## src/rtl/core/rsd_pkg.sv

```systemverilog
package rsd_pkg;

  // Defaults for the top-level parameters
  localparam int MAX_POINTS_DEF   = 769;
  localparam int HEADER_BYTES_DEF = 12;
  localparam int LINE_CHARS_DEF   = 64;

  // Fixed field widths
  localparam int CNT_W    = 10;
  localparam int DIST_W   = 12;
  localparam int SIX_W    = 6;
  localparam int BYTE_W   = 8;
  localparam int CHARS_W  = CNT_W + 1;

  // Header position that carries the status character
  localparam int STATUS_POS = 10;
  // Character bias, reduced to the six bits that survive the mask
  localparam logic [SIX_W-1:0] CHAR_BIAS = 6'h30;

  // Configuration port
  localparam int APB_ADDR_W = 3;
  localparam int APB_DATA_W = 32;
  localparam int REG_IDX_W  = APB_ADDR_W - 2;
  localparam logic [REG_IDX_W-1:0] REG_POINT_COUNT = 1'b0;

  // Reciprocal used to split the character count into whole lines
  localparam int RECIP_SHIFT = CHARS_W;

  typedef logic [BYTE_W-1:0] byte_t;
  typedef logic [CNT_W-1:0]  cnt_t;
  typedef logic [DIST_W-1:0] dist_t;

endpackage

```

## src/rtl/core/rsd_ifs.sv

```systemverilog
interface rsd_in_if;
  logic               valid;
  logic               ready;
  rsd_pkg::byte_t     rx_byte;

  modport source (output valid, output rx_byte, input ready);
  modport sink   (input valid, input rx_byte, output ready);
endinterface

interface rsd_out_if;
  logic               valid;
  logic               ready;
  rsd_pkg::dist_t     distance_value;
  rsd_pkg::cnt_t      point_index;
  rsd_pkg::byte_t     status_byte;
  logic               last_point;

  modport source (output valid, output distance_value, output point_index,
                  output status_byte, output last_point, input ready);
  modport sink   (input valid, input distance_value, input point_index,
                  input status_byte, input last_point, output ready);
endinterface

```

## src/rtl/core/rsd_cfg.sv

```systemverilog
module rsd_cfg #(
  parameter int MAX_POINTS   = rsd_pkg::MAX_POINTS_DEF,
  parameter int HEADER_BYTES = rsd_pkg::HEADER_BYTES_DEF,
  parameter int LINE_CHARS   = rsd_pkg::LINE_CHARS_DEF,
  parameter int FRAME_W      = 12
) (
  input  logic                            clk,
  input  logic                            rst_n,
  input  logic                            psel,
  input  logic                            penable,
  input  logic                            pwrite,
  input  logic [rsd_pkg::APB_ADDR_W-1:0]  paddr,
  input  logic [rsd_pkg::APB_DATA_W-1:0]  pwdata,
  output logic [rsd_pkg::APB_DATA_W-1:0]  prdata,
  output logic                            pready,
  output rsd_pkg::cnt_t                   n_eff,
  output logic [FRAME_W-1:0]              frame_len
);
  import rsd_pkg::*;

  localparam int NMAX      = (MAX_POINTS > 1023) ? 1023 : MAX_POINTS;
  localparam int RECIP     = (1 << RECIP_SHIFT) / LINE_CHARS;
  localparam int PROD_W    = 2 * CHARS_W;
  localparam int LEN_RST   = HEADER_BYTES + 2 + 2 + 2 / LINE_CHARS;

  cnt_t                  pc_r;
  cnt_t                  n_eff_r, n_eff_nxt;
  logic [PROD_W-1:0]     prod_r, prod_nxt;
  logic [FRAME_W-1:0]    len_r, len_nxt;
  logic [REG_IDX_W-1:0]  reg_idx;
  logic                  wr_en;
  logic [CHARS_W-1:0]    chars_w, chars_r;
  logic [CHARS_W-1:0]    q0, q;
  logic [PROD_W-1:0]     q0_l;
  logic [CHARS_W:0]      rem;

  assign reg_idx = paddr[APB_ADDR_W-1:2];
  assign wr_en   = psel && penable && pwrite && pready && (reg_idx == REG_POINT_COUNT);
  assign pready  = 1'b1;

  always_comb begin
    prdata = '0;
    unique case (reg_idx)
      REG_POINT_COUNT: prdata = APB_DATA_W'(pc_r);
      default:         prdata = '0;
    endcase
  end

  // Clamp the written count and start the line split from it
  always_comb begin
    cnt_t wv;
    wv = pwdata[CNT_W-1:0];
    if (wv == '0) begin
      n_eff_nxt = CNT_W'(1);
    end else if (wv > CNT_W'(NMAX)) begin
      n_eff_nxt = CNT_W'(NMAX);
    end else begin
      n_eff_nxt = wv;
    end
    chars_w  = {n_eff_nxt, 1'b0};
    prod_nxt = PROD_W'(chars_w) * PROD_W'(RECIP);
  end

  // Quotient estimate is exact or one short; fix it with one compare
  always_comb begin
    chars_r = {n_eff_r, 1'b0};
    q0      = prod_r[PROD_W-1 -: CHARS_W];
    q0_l    = PROD_W'(q0) * PROD_W'(LINE_CHARS);
    rem     = (CHARS_W+1)'(chars_r) - q0_l[CHARS_W:0];
    q       = (rem >= (CHARS_W+1)'(LINE_CHARS)) ? q0 + CHARS_W'(1) : q0;
    len_nxt = FRAME_W'(HEADER_BYTES + 2) + FRAME_W'(chars_r) + FRAME_W'(q);
  end

  always_ff @(posedge clk) begin
    if (!rst_n) begin
      pc_r    <= CNT_W'(1);
      n_eff_r <= CNT_W'(1);
      prod_r  <= PROD_W'(2 * RECIP);
      len_r   <= FRAME_W'(LEN_RST);
    end else begin
      if (wr_en) begin
        pc_r    <= pwdata[CNT_W-1:0];
        n_eff_r <= n_eff_nxt;
        prod_r  <= prod_nxt;
      end
      len_r <= len_nxt;
    end
  end

  assign n_eff     = n_eff_r;
  assign frame_len = len_r;

  a_neff_range: assert property (@(posedge clk) disable iff (!rst_n)
    (n_eff_r != '0) && (n_eff_r <= CNT_W'(NMAX)))
    else $error("effective point count out of range");

  a_len_settles: assert property (@(posedge clk) disable iff (!rst_n)
    !wr_en && $past(!wr_en) |-> len_r == len_nxt)
    else $error("frame length did not settle after a write");

  a_len_floor: assert property (@(posedge clk) disable iff (!rst_n)
    len_r >= FRAME_W'(HEADER_BYTES + 4))
    else $error("frame length below header plus one point");

endmodule

```

## src/rtl/core/rsd_core.sv

```systemverilog
module rsd_core #(
  parameter int HEADER_BYTES = rsd_pkg::HEADER_BYTES_DEF,
  parameter int LINE_CHARS   = rsd_pkg::LINE_CHARS_DEF,
  parameter int FRAME_W      = 12
) (
  input  logic                clk,
  input  logic                rst_n,
  rsd_in_if.sink              in_ch,
  rsd_out_if.source           out_ch,
  input  rsd_pkg::cnt_t       n_eff,
  input  logic [FRAME_W-1:0]  frame_len
);
  import rsd_pkg::*;

  localparam int LC_W = $clog2(LINE_CHARS + 1);

  // Input register
  logic                  in_vld_r;
  byte_t                 in_byte_r;

  // Frame state
  logic [FRAME_W-1:0]    pos_r, pos_nxt;
  logic [LC_W-1:0]       lcc_r, lcc_nxt;
  cnt_t                  pe_r, pe_nxt;
  logic [SIX_W-1:0]      hi_r, hi_nxt;
  logic                  second_r, second_nxt;
  byte_t                 status_r, status_nxt;

  // Result register
  logic                  out_vld_r;
  dist_t                 dist_r;
  cnt_t                  idx_r;
  byte_t                 stat_out_r;
  logic                  last_r;

  logic                  step_go;
  logic                  produce;
  logic [SIX_W-1:0]      six;
  logic [FRAME_W-1:0]    pos_inc;

  assign step_go      = in_vld_r && (!out_vld_r || out_ch.ready);
  assign in_ch.ready  = !in_vld_r || step_go;

  always_comb begin
    pos_nxt    = pos_r;
    lcc_nxt    = lcc_r;
    pe_nxt     = pe_r;
    hi_nxt     = hi_r;
    second_nxt = second_r;
    status_nxt = status_r;
    produce    = 1'b0;
    six        = in_byte_r[SIX_W-1:0] - CHAR_BIAS;
    pos_inc    = pos_r + FRAME_W'(1);

    if (pos_r < FRAME_W'(HEADER_BYTES)) begin
      if (pos_r == FRAME_W'(STATUS_POS)) begin
        status_nxt = in_byte_r;
      end
    end else if (lcc_r >= LC_W'(LINE_CHARS)) begin
      // drop the line feed that closes a full line
      lcc_nxt = '0;
    end else if (pe_r < n_eff) begin
      lcc_nxt = lcc_r + LC_W'(1);
      if (!second_r) begin
        hi_nxt     = six;
        second_nxt = 1'b1;
      end else begin
        produce    = 1'b1;
        pe_nxt     = pe_r + CNT_W'(1);
        second_nxt = 1'b0;
      end
    end

    pos_nxt = pos_inc;
    if (pos_inc >= frame_len) begin
      pos_nxt    = '0;
      lcc_nxt    = '0;
      pe_nxt     = '0;
      second_nxt = 1'b0;
    end
  end

  always_ff @(posedge clk) begin
    if (!rst_n) begin
      in_vld_r  <= 1'b0;
      out_vld_r <= 1'b0;
      pos_r     <= '0;
      lcc_r     <= '0;
      pe_r      <= '0;
      hi_r      <= '0;
      second_r  <= 1'b0;
      status_r  <= '0;
    end else begin
      if (in_ch.ready) begin
        in_vld_r <= in_ch.valid;
      end
      if (step_go) begin
        pos_r    <= pos_nxt;
        lcc_r    <= lcc_nxt;
        pe_r     <= pe_nxt;
        hi_r     <= hi_nxt;
        second_r <= second_nxt;
        status_r <= status_nxt;
      end
      if (step_go && produce) begin
        out_vld_r <= 1'b1;
      end else if (out_ch.ready) begin
        out_vld_r <= 1'b0;
      end
    end
  end

  always_ff @(posedge clk) begin
    if (in_ch.ready && in_ch.valid) begin
      in_byte_r <= in_ch.rx_byte;
    end
    if (step_go && produce) begin
      dist_r     <= {hi_r, six};
      idx_r      <= pe_r;
      stat_out_r <= status_r;
      last_r     <= ((pe_r + CNT_W'(1)) == n_eff);
    end
  end

  assign out_ch.valid          = out_vld_r;
  assign out_ch.distance_value = dist_r;
  assign out_ch.point_index    = idx_r;
  assign out_ch.status_byte    = stat_out_r;
  assign out_ch.last_point     = last_r;

  a_lcc_bound: assert property (@(posedge clk) disable iff (!rst_n)
    lcc_r <= LC_W'(LINE_CHARS))
    else $error("line character count beyond a full line");

  a_frame_start_clean: assert property (@(posedge clk) disable iff (!rst_n)
    pos_r == '0 |-> (lcc_r == '0) && (pe_r == '0) && !second_r)
    else $error("frame start with stale data state");

  a_result_loaded: assert property (@(posedge clk) disable iff (!rst_n)
    step_go && produce |=> out_vld_r)
    else $error("completed distance not presented");

  a_no_idle_stall: assert property (@(posedge clk) disable iff (!rst_n)
    !out_vld_r |-> in_ch.ready)
    else $error("input stalled with empty result register");

endmodule

```

## src/rtl/core/range_scan_reply_decoder_top.sv

```systemverilog
// Range scan reply decoder. Takes the reply one byte per transaction on
// in_ch and presents each 12-bit distance on out_ch with its point index,
// the frame status (header position ten) and a last-point mark. One byte
// is taken every cycle while the result is not stalled; a distance is
// presented once its second character has passed from the input register
// into the result register, and a stalled result holds only the byte behind
// it. The frame length follows point_count (APB register at address 0): the
// line split of the character count goes through a reciprocal multiply
// registered in two steps, prod_r and then len_r, while n_eff takes a write
// directly. prdata returns the low ten bits of the value written, unclamped.
module range_scan_reply_decoder_top #(
  parameter int MAX_POINTS   = rsd_pkg::MAX_POINTS_DEF,
  parameter int HEADER_BYTES = rsd_pkg::HEADER_BYTES_DEF,
  parameter int LINE_CHARS   = rsd_pkg::LINE_CHARS_DEF
) (
  input  logic                            clk,
  input  logic                            rst_n,
  rsd_in_if.sink                          in_ch,
  rsd_out_if.source                       out_ch,
  input  logic                            psel,
  input  logic                            penable,
  input  logic                            pwrite,
  input  logic [rsd_pkg::APB_ADDR_W-1:0]  paddr,
  input  logic [rsd_pkg::APB_DATA_W-1:0]  pwdata,
  output logic [rsd_pkg::APB_DATA_W-1:0]  prdata,
  output logic                            pready
);
  import rsd_pkg::*;

  localparam int NMAX      = (MAX_POINTS > 1023) ? 1023 : MAX_POINTS;
  localparam int CMAX      = 2 * NMAX;
  localparam int FLEN_MAX  = HEADER_BYTES + 2 + CMAX + CMAX / LINE_CHARS;
  localparam int FLEN_W    = $clog2(FLEN_MAX + 1);
  localparam int FRAME_W   = (FLEN_W < 4) ? 4 : FLEN_W;

  cnt_t                n_eff;
  logic [FRAME_W-1:0]  frame_len;

  rsd_cfg #(
    .MAX_POINTS   (MAX_POINTS),
    .HEADER_BYTES (HEADER_BYTES),
    .LINE_CHARS   (LINE_CHARS),
    .FRAME_W      (FRAME_W)
  ) u_cfg (
    .clk       (clk),
    .rst_n     (rst_n),
    .psel      (psel),
    .penable   (penable),
    .pwrite    (pwrite),
    .paddr     (paddr),
    .pwdata    (pwdata),
    .prdata    (prdata),
    .pready    (pready),
    .n_eff     (n_eff),
    .frame_len (frame_len)
  );

  rsd_core #(
    .HEADER_BYTES (HEADER_BYTES),
    .LINE_CHARS   (LINE_CHARS),
    .FRAME_W      (FRAME_W)
  ) u_core (
    .clk       (clk),
    .rst_n     (rst_n),
    .in_ch     (in_ch),
    .out_ch    (out_ch),
    .n_eff     (n_eff),
    .frame_len (frame_len)
  );

endmodule
```

## src/flat_wrapper.sv

```systemverilog
// flat-port wrapper written by rule: the top's interface ports become plain ports
module range_scan_reply_decoder_top_flat import rsd_pkg::*;
#(
  parameter int MAX_POINTS   = rsd_pkg::MAX_POINTS_DEF,
  parameter int HEADER_BYTES = rsd_pkg::HEADER_BYTES_DEF,
  parameter int LINE_CHARS   = rsd_pkg::LINE_CHARS_DEF
)
  (clk, rst_n, psel, penable, pwrite, paddr, pwdata, prdata, pready, in_ch_valid, in_ch_rx_byte, in_ch_ready, out_ch_valid, out_ch_distance_value, out_ch_point_index, out_ch_status_byte, out_ch_last_point, out_ch_ready);
  rsd_in_if in_ch_i ();
  rsd_out_if out_ch_i ();
  input  logic clk;
  input  logic rst_n;
  input  logic psel;
  input  logic penable;
  input  logic pwrite;
  input  logic [rsd_pkg::APB_ADDR_W-1:0] paddr;
  input  logic [rsd_pkg::APB_DATA_W-1:0] pwdata;
  output logic [rsd_pkg::APB_DATA_W-1:0] prdata;
  output logic pready;
  input wire logic [$bits(in_ch_i.valid)-1:0] in_ch_valid;
  input wire logic [$bits(in_ch_i.rx_byte)-1:0] in_ch_rx_byte;
  output wire logic [$bits(in_ch_i.ready)-1:0] in_ch_ready;
  output wire logic [$bits(out_ch_i.valid)-1:0] out_ch_valid;
  output wire logic [$bits(out_ch_i.distance_value)-1:0] out_ch_distance_value;
  output wire logic [$bits(out_ch_i.point_index)-1:0] out_ch_point_index;
  output wire logic [$bits(out_ch_i.status_byte)-1:0] out_ch_status_byte;
  output wire logic [$bits(out_ch_i.last_point)-1:0] out_ch_last_point;
  input wire logic [$bits(out_ch_i.ready)-1:0] out_ch_ready;
  assign in_ch_i.valid = in_ch_valid;
  assign in_ch_i.rx_byte = in_ch_rx_byte;
  assign in_ch_ready = in_ch_i.ready;
  assign out_ch_valid = out_ch_i.valid;
  assign out_ch_distance_value = out_ch_i.distance_value;
  assign out_ch_point_index = out_ch_i.point_index;
  assign out_ch_status_byte = out_ch_i.status_byte;
  assign out_ch_last_point = out_ch_i.last_point;
  assign out_ch_i.ready = out_ch_ready;
  range_scan_reply_decoder_top #(.MAX_POINTS(MAX_POINTS), .HEADER_BYTES(HEADER_BYTES), .LINE_CHARS(LINE_CHARS)) u_core (.clk(clk), .rst_n(rst_n), .in_ch(in_ch_i), .out_ch(out_ch_i), .psel(psel), .penable(penable), .pwrite(pwrite), .paddr(paddr), .pwdata(pwdata), .prdata(prdata), .pready(pready));
endmodule
```

## config.mk

```make
export PLATFORM = sky130hd
export DESIGN_NAME = range_scan_reply_decoder_top_flat
export DESIGN_NICKNAME = d
export VERILOG_FILES = /design/src/rtl/core/rsd_pkg.sv /design/src/rtl/core/rsd_ifs.sv /design/src/rtl/core/rsd_cfg.sv /design/src/rtl/core/rsd_core.sv /design/src/rtl/core/range_scan_reply_decoder_top.sv /design/src/flat_wrapper.sv
export SDC_FILE = /design/constraint.sdc
export NUM_CORES = 1
export LEC_CHECK = 0
export BUFFER_PORTS_ARGS = -buffer_cell sky130_fd_sc_hd__buf_4
export CAP_MARGIN = 5
export CORE_MARGIN = 1.5
export CORE_UTILIZATION = 45
export CTS_BUF_LIST = sky130_fd_sc_hd__clkbuf_8
export DETAILED_ROUTE_END_ITERATION = 10
export GPL_TIMING_DRIVEN = 0
export HOLD_SLACK_MARGIN = 0.1
export PLACE_DENSITY_LB_ADDON = 0.1
export SYNTH_ARGS = -nofsm -noshare
export SYNTH_HDL_FRONTEND = slang
export SYNTH_HIERARCHICAL = 1
export SYNTH_SLANG_ARGS = --single-unit
```

## constraint.sdc

```tcl
create_clock -name clk -period 3.7 [get_ports clk]
set_input_delay 0.74 -clock clk [delete_from_list [all_inputs] [get_ports clk]]
set_output_delay 0.74 -clock clk [all_outputs]
set_load 0.01 [all_outputs]
```

==> impl_metrics.toml <==
[clock_tree]
ctsHoldBuffers = 0
clock_sinks = 115
cts-root-buf = "clkbuf_8"
ctsLongestPathBuffers = 2
cts.clk_slew.worst_paths_ns = 0.07
cts_resized = 0
clk_latency_ns = 0.45
postCtsSetupRepairBufs = 0
numCtsBuffers = 17
h-tree-depth = 4
cts_tree = "done"

[drt]
final_antenna_net_count = 0
initialDrtViolationCount = 259
wirelength_um = 12600
wl_per_cell_um = 14.4
vias = 4415
drtPass1Iterations = 5
drc_errors = 0
via_per_inst = 5.07

[yosys]
synth-main-ff-cell = "dfxtp_1"
synth_edf_count = 39
synth_area_leaders = "dfxtp_1, edfxtp_1, ha_1"
syn_inst = 579
ys_types = 65
ys_warn_count = 6
synth_area_sq_um = 5750
ys_ff_latch = 115
synth_top_area_share = 0.264
synth_async_sr_flop_share = 0
ys_seq_area_frac = 0.468
synth_top_area_cell = "dfxtp_1"
avgSynthCellArea_sq_um = 9.94

[critical_path]
worst-setup-path-type = "flip-flop to flip-flop"
r2r_start = "u_core/u_core/pos_r[0]"
slowest_delay_ns = 0.58
crit_arrival_ns = 3.79
start_kind = "flip-flop"
worstRegToRegCells = 11
path_buf_inv = 0
slowest_stage = "or4_1"
crit_required_ns = 4.07
crit_family = "simple AND/OR/NAND/NOR gates"
ff2ff_setup_slack_ns = 0.28
crit_path_end_kind = "flip-flop"
worstPathMaxFanout = 6
crit_path_frequent_cell = "ha_1"
rr_endpoint = "u_core/u_core/lcc_r[5]"
path_cells = "ha_1 -> nand2_1 -> or3_1 -> nor2_1 -> xor2_1 -> ha_1 -> a21oi_1 -> o21a_1 -> o2111ai_2 -> or4_1 -> o211ai_1"

[sta]
maxSlewViolCount = 0
maxSlewHeadroom = 0.492
setup_viol = 0
rsz0062_at_grt = "false"
fin_skew_ns = 0.00782
hold_violations = 0
worstMarginPinSlew_ns = 0.757
finalCriticalPeriod_ns = 3.42
period_share = 0.924
clock.fmax_ghz = 0.293
setup-tns-final_ns = 0

[finish]
layout_commonest_cell = "buf_4"
nets = 771
drive_gt1_frac = 0.212
final_cell_mix = "buf_4, dfxtp_1, nand2_1"
n_antenna_cell = 0
areaGrowthSynthToFinish_pct = 21.4
final_cells = 871

[grt]
grt.overflow.total = 0
grt_pass1_wl_um = 20500
track_usage = 0.201
grt_max_degree = 41
grt_pass1_vias = 4150
antenna_found_initial = 0
use_met2 = 0.331
met3_usage = 0.0570
use_met1 = 0.244
busiest_layer = "met2"

[floorplanning]
die_w_um = 116
die_area_sq_um = 13500
fp.dieH_um = 116
rows = 41
num_io_pins = 116
initial_core_util = 0.458
coreArea_sq_um = 12600

[pwr]
p_sw_uw = 625
ir_worst_vdd_mv = 0.239
power.sequential.fraction = 0.476
p_int_mw = 2.18
swShare = 0.223
p_clk_frac = 0.456
p_per_area_nw_per_um2 = 402
leakagePower_nw = 2.99
power_frac_comb = 0.068

[min_path]
worstHoldEndpoint = "u_core/u_core/out_ch.distance_value[10]"
hold_depth = 0
hold_path_class = "flip-flop to flip-flop"
hp-start = "u_core/u_core/hi_r[4]"

[placement]
placed_cells = 839
gp_congestion = 0.832
dp_hpwl_um = 9390
port_buffers = 67

[run]
cap_viol_max_count = 0

[run_status]
status = "finished clean"
==> how the worst max path moves through the flow <==
stage | startpoint | to | slack, ns | cells after the start
finish | u_core/u_core/pos_r[0] | u_core/u_core/lcc_r[5] | 0.28 | 11
global route | u_core/u_core/pos_r[0] | u_core/u_core/pe_r[9] | 0.08 | 11
CTS | u_core/u_core/pos_r[0] | u_core/u_core/lcc_r[5] | 0.29 | 11
detailed placement | u_core/u_core/pos_r[0] | u_core/u_core/lcc_r[5] | 0.32 | 11
global placement | u_core/u_core/pos_r[0] | u_core/u_core/pe_r[8] | 0.39 | 11
floorplan | u_core/u_core/pos_r[0] | u_core/u_core/lcc_r[5] | 0.82 | 11
==> cells by family after synthesis <==
family,Yosys count,synth area share
compound gates,105,0.128
fa+ha+maj,35,0.0774
buf+inv,86,0.0742
xor+xnor,28,0.0426
simple gates,189,0.175
flops,115,0.468
mux,19,0.0331
other cells,2,0.00131
==> power by group through the flow <==
stage	registers [mW]	clock network, mW	logic, mW
after detailed placement	1.36	0	0.188
final	1.34	1.28	0.189
after global routing	1.34	1.37	0.212
after floorplan	1.36	0	0.129
after CTS	1.34	1.31	0.189
after global placement	1.36	0	0.184
==> layout make-up <==
class / instances / area, sq um
Clock buffer: 20 / 275
Multi-Input combinational cell: 399 / 2710
Inverter: 43 / 161
Fill cell: 1147 / 5580
Sequential cell: 115 / 2690
Timing Repair Buffer: 67 / 503
Buffer: 43 / 265
Tap cell: 172 / 215
Clock inverter: 12 / 161
==> through the flow <==
step                area (sq um)  total power, mW  setup WS [ns]  hold slack (ns)  utilization
finish                      6990             2.81          0.281            0.436        0.556
global route                6990             2.92         0.0789            0.432        0.556
CTS                         6990             2.84          0.294            0.432        0.556
detailed placement          6550             1.55          0.323            0.418        0.521
global placement            6550             1.55          0.394            0.411        0.521
floorplan                   5830             1.49          0.820            0.408            -
==> synth_stat cells (7+ instances only) <==
cell type and number:
a21o_1 8, buf_2 8, nor3_1 8, nor2_1 32, buf_4 25, o21a_1 8
clkbuf_1 8, nor2b_1 13, dfxtp_1 76, a22o_1 7, mux2i_1 19, or3_1 7
ha_1 34, a21oi_1 30, xor2_1 15, o21ai_0 10, edfxtp_1 39, xnor2_1 13
inv_1 42, nand2_1 70, nand3_1 17
==> worst reg2reg max path, cell delays in order, from the launching register on <==
cell	delay, ns
dfxtp_1	0.44
ha_1	0.28
nand2_1	0.10
or3_1	0.44
nor2_1	0.16
xor2_1	0.26
ha_1	0.32
a21oi_1	0.15
o21a_1	0.26
o2111ai_2	0.25
or4_1	0.58
o211ai_1	0.10
==> registers in the layout (all words and copies together) (netlist names), 6 cells and up <==
signal / flops
u_core/u_core/out_ch.point_index: 10
u_core/u_core/out_ch.status_byte: 8
u_core/u_core/pos_r: 11
u_core/u_core/hi_r: 6
u_core/u_core/status_r: 8
u_core/u_core/pe_r: 10
u_core/u_cfg/frame_len: 11
u_core/u_core/in_byte_r: 8
u_core/u_core/lcc_r: 7
u_core/u_core/out_ch.distance_value: 12
u_core/u_cfg/pc_r: 10
u_core/u_cfg/n_eff: 10
==> layer usage <==
metal	wire length, um	up-vias
li1	-	2210
met1	5410	2061
met2	6220	121
met3	657	23
met4	290	0
met5	0	-
No activity file was read; power rests on OpenSTA's default activity.
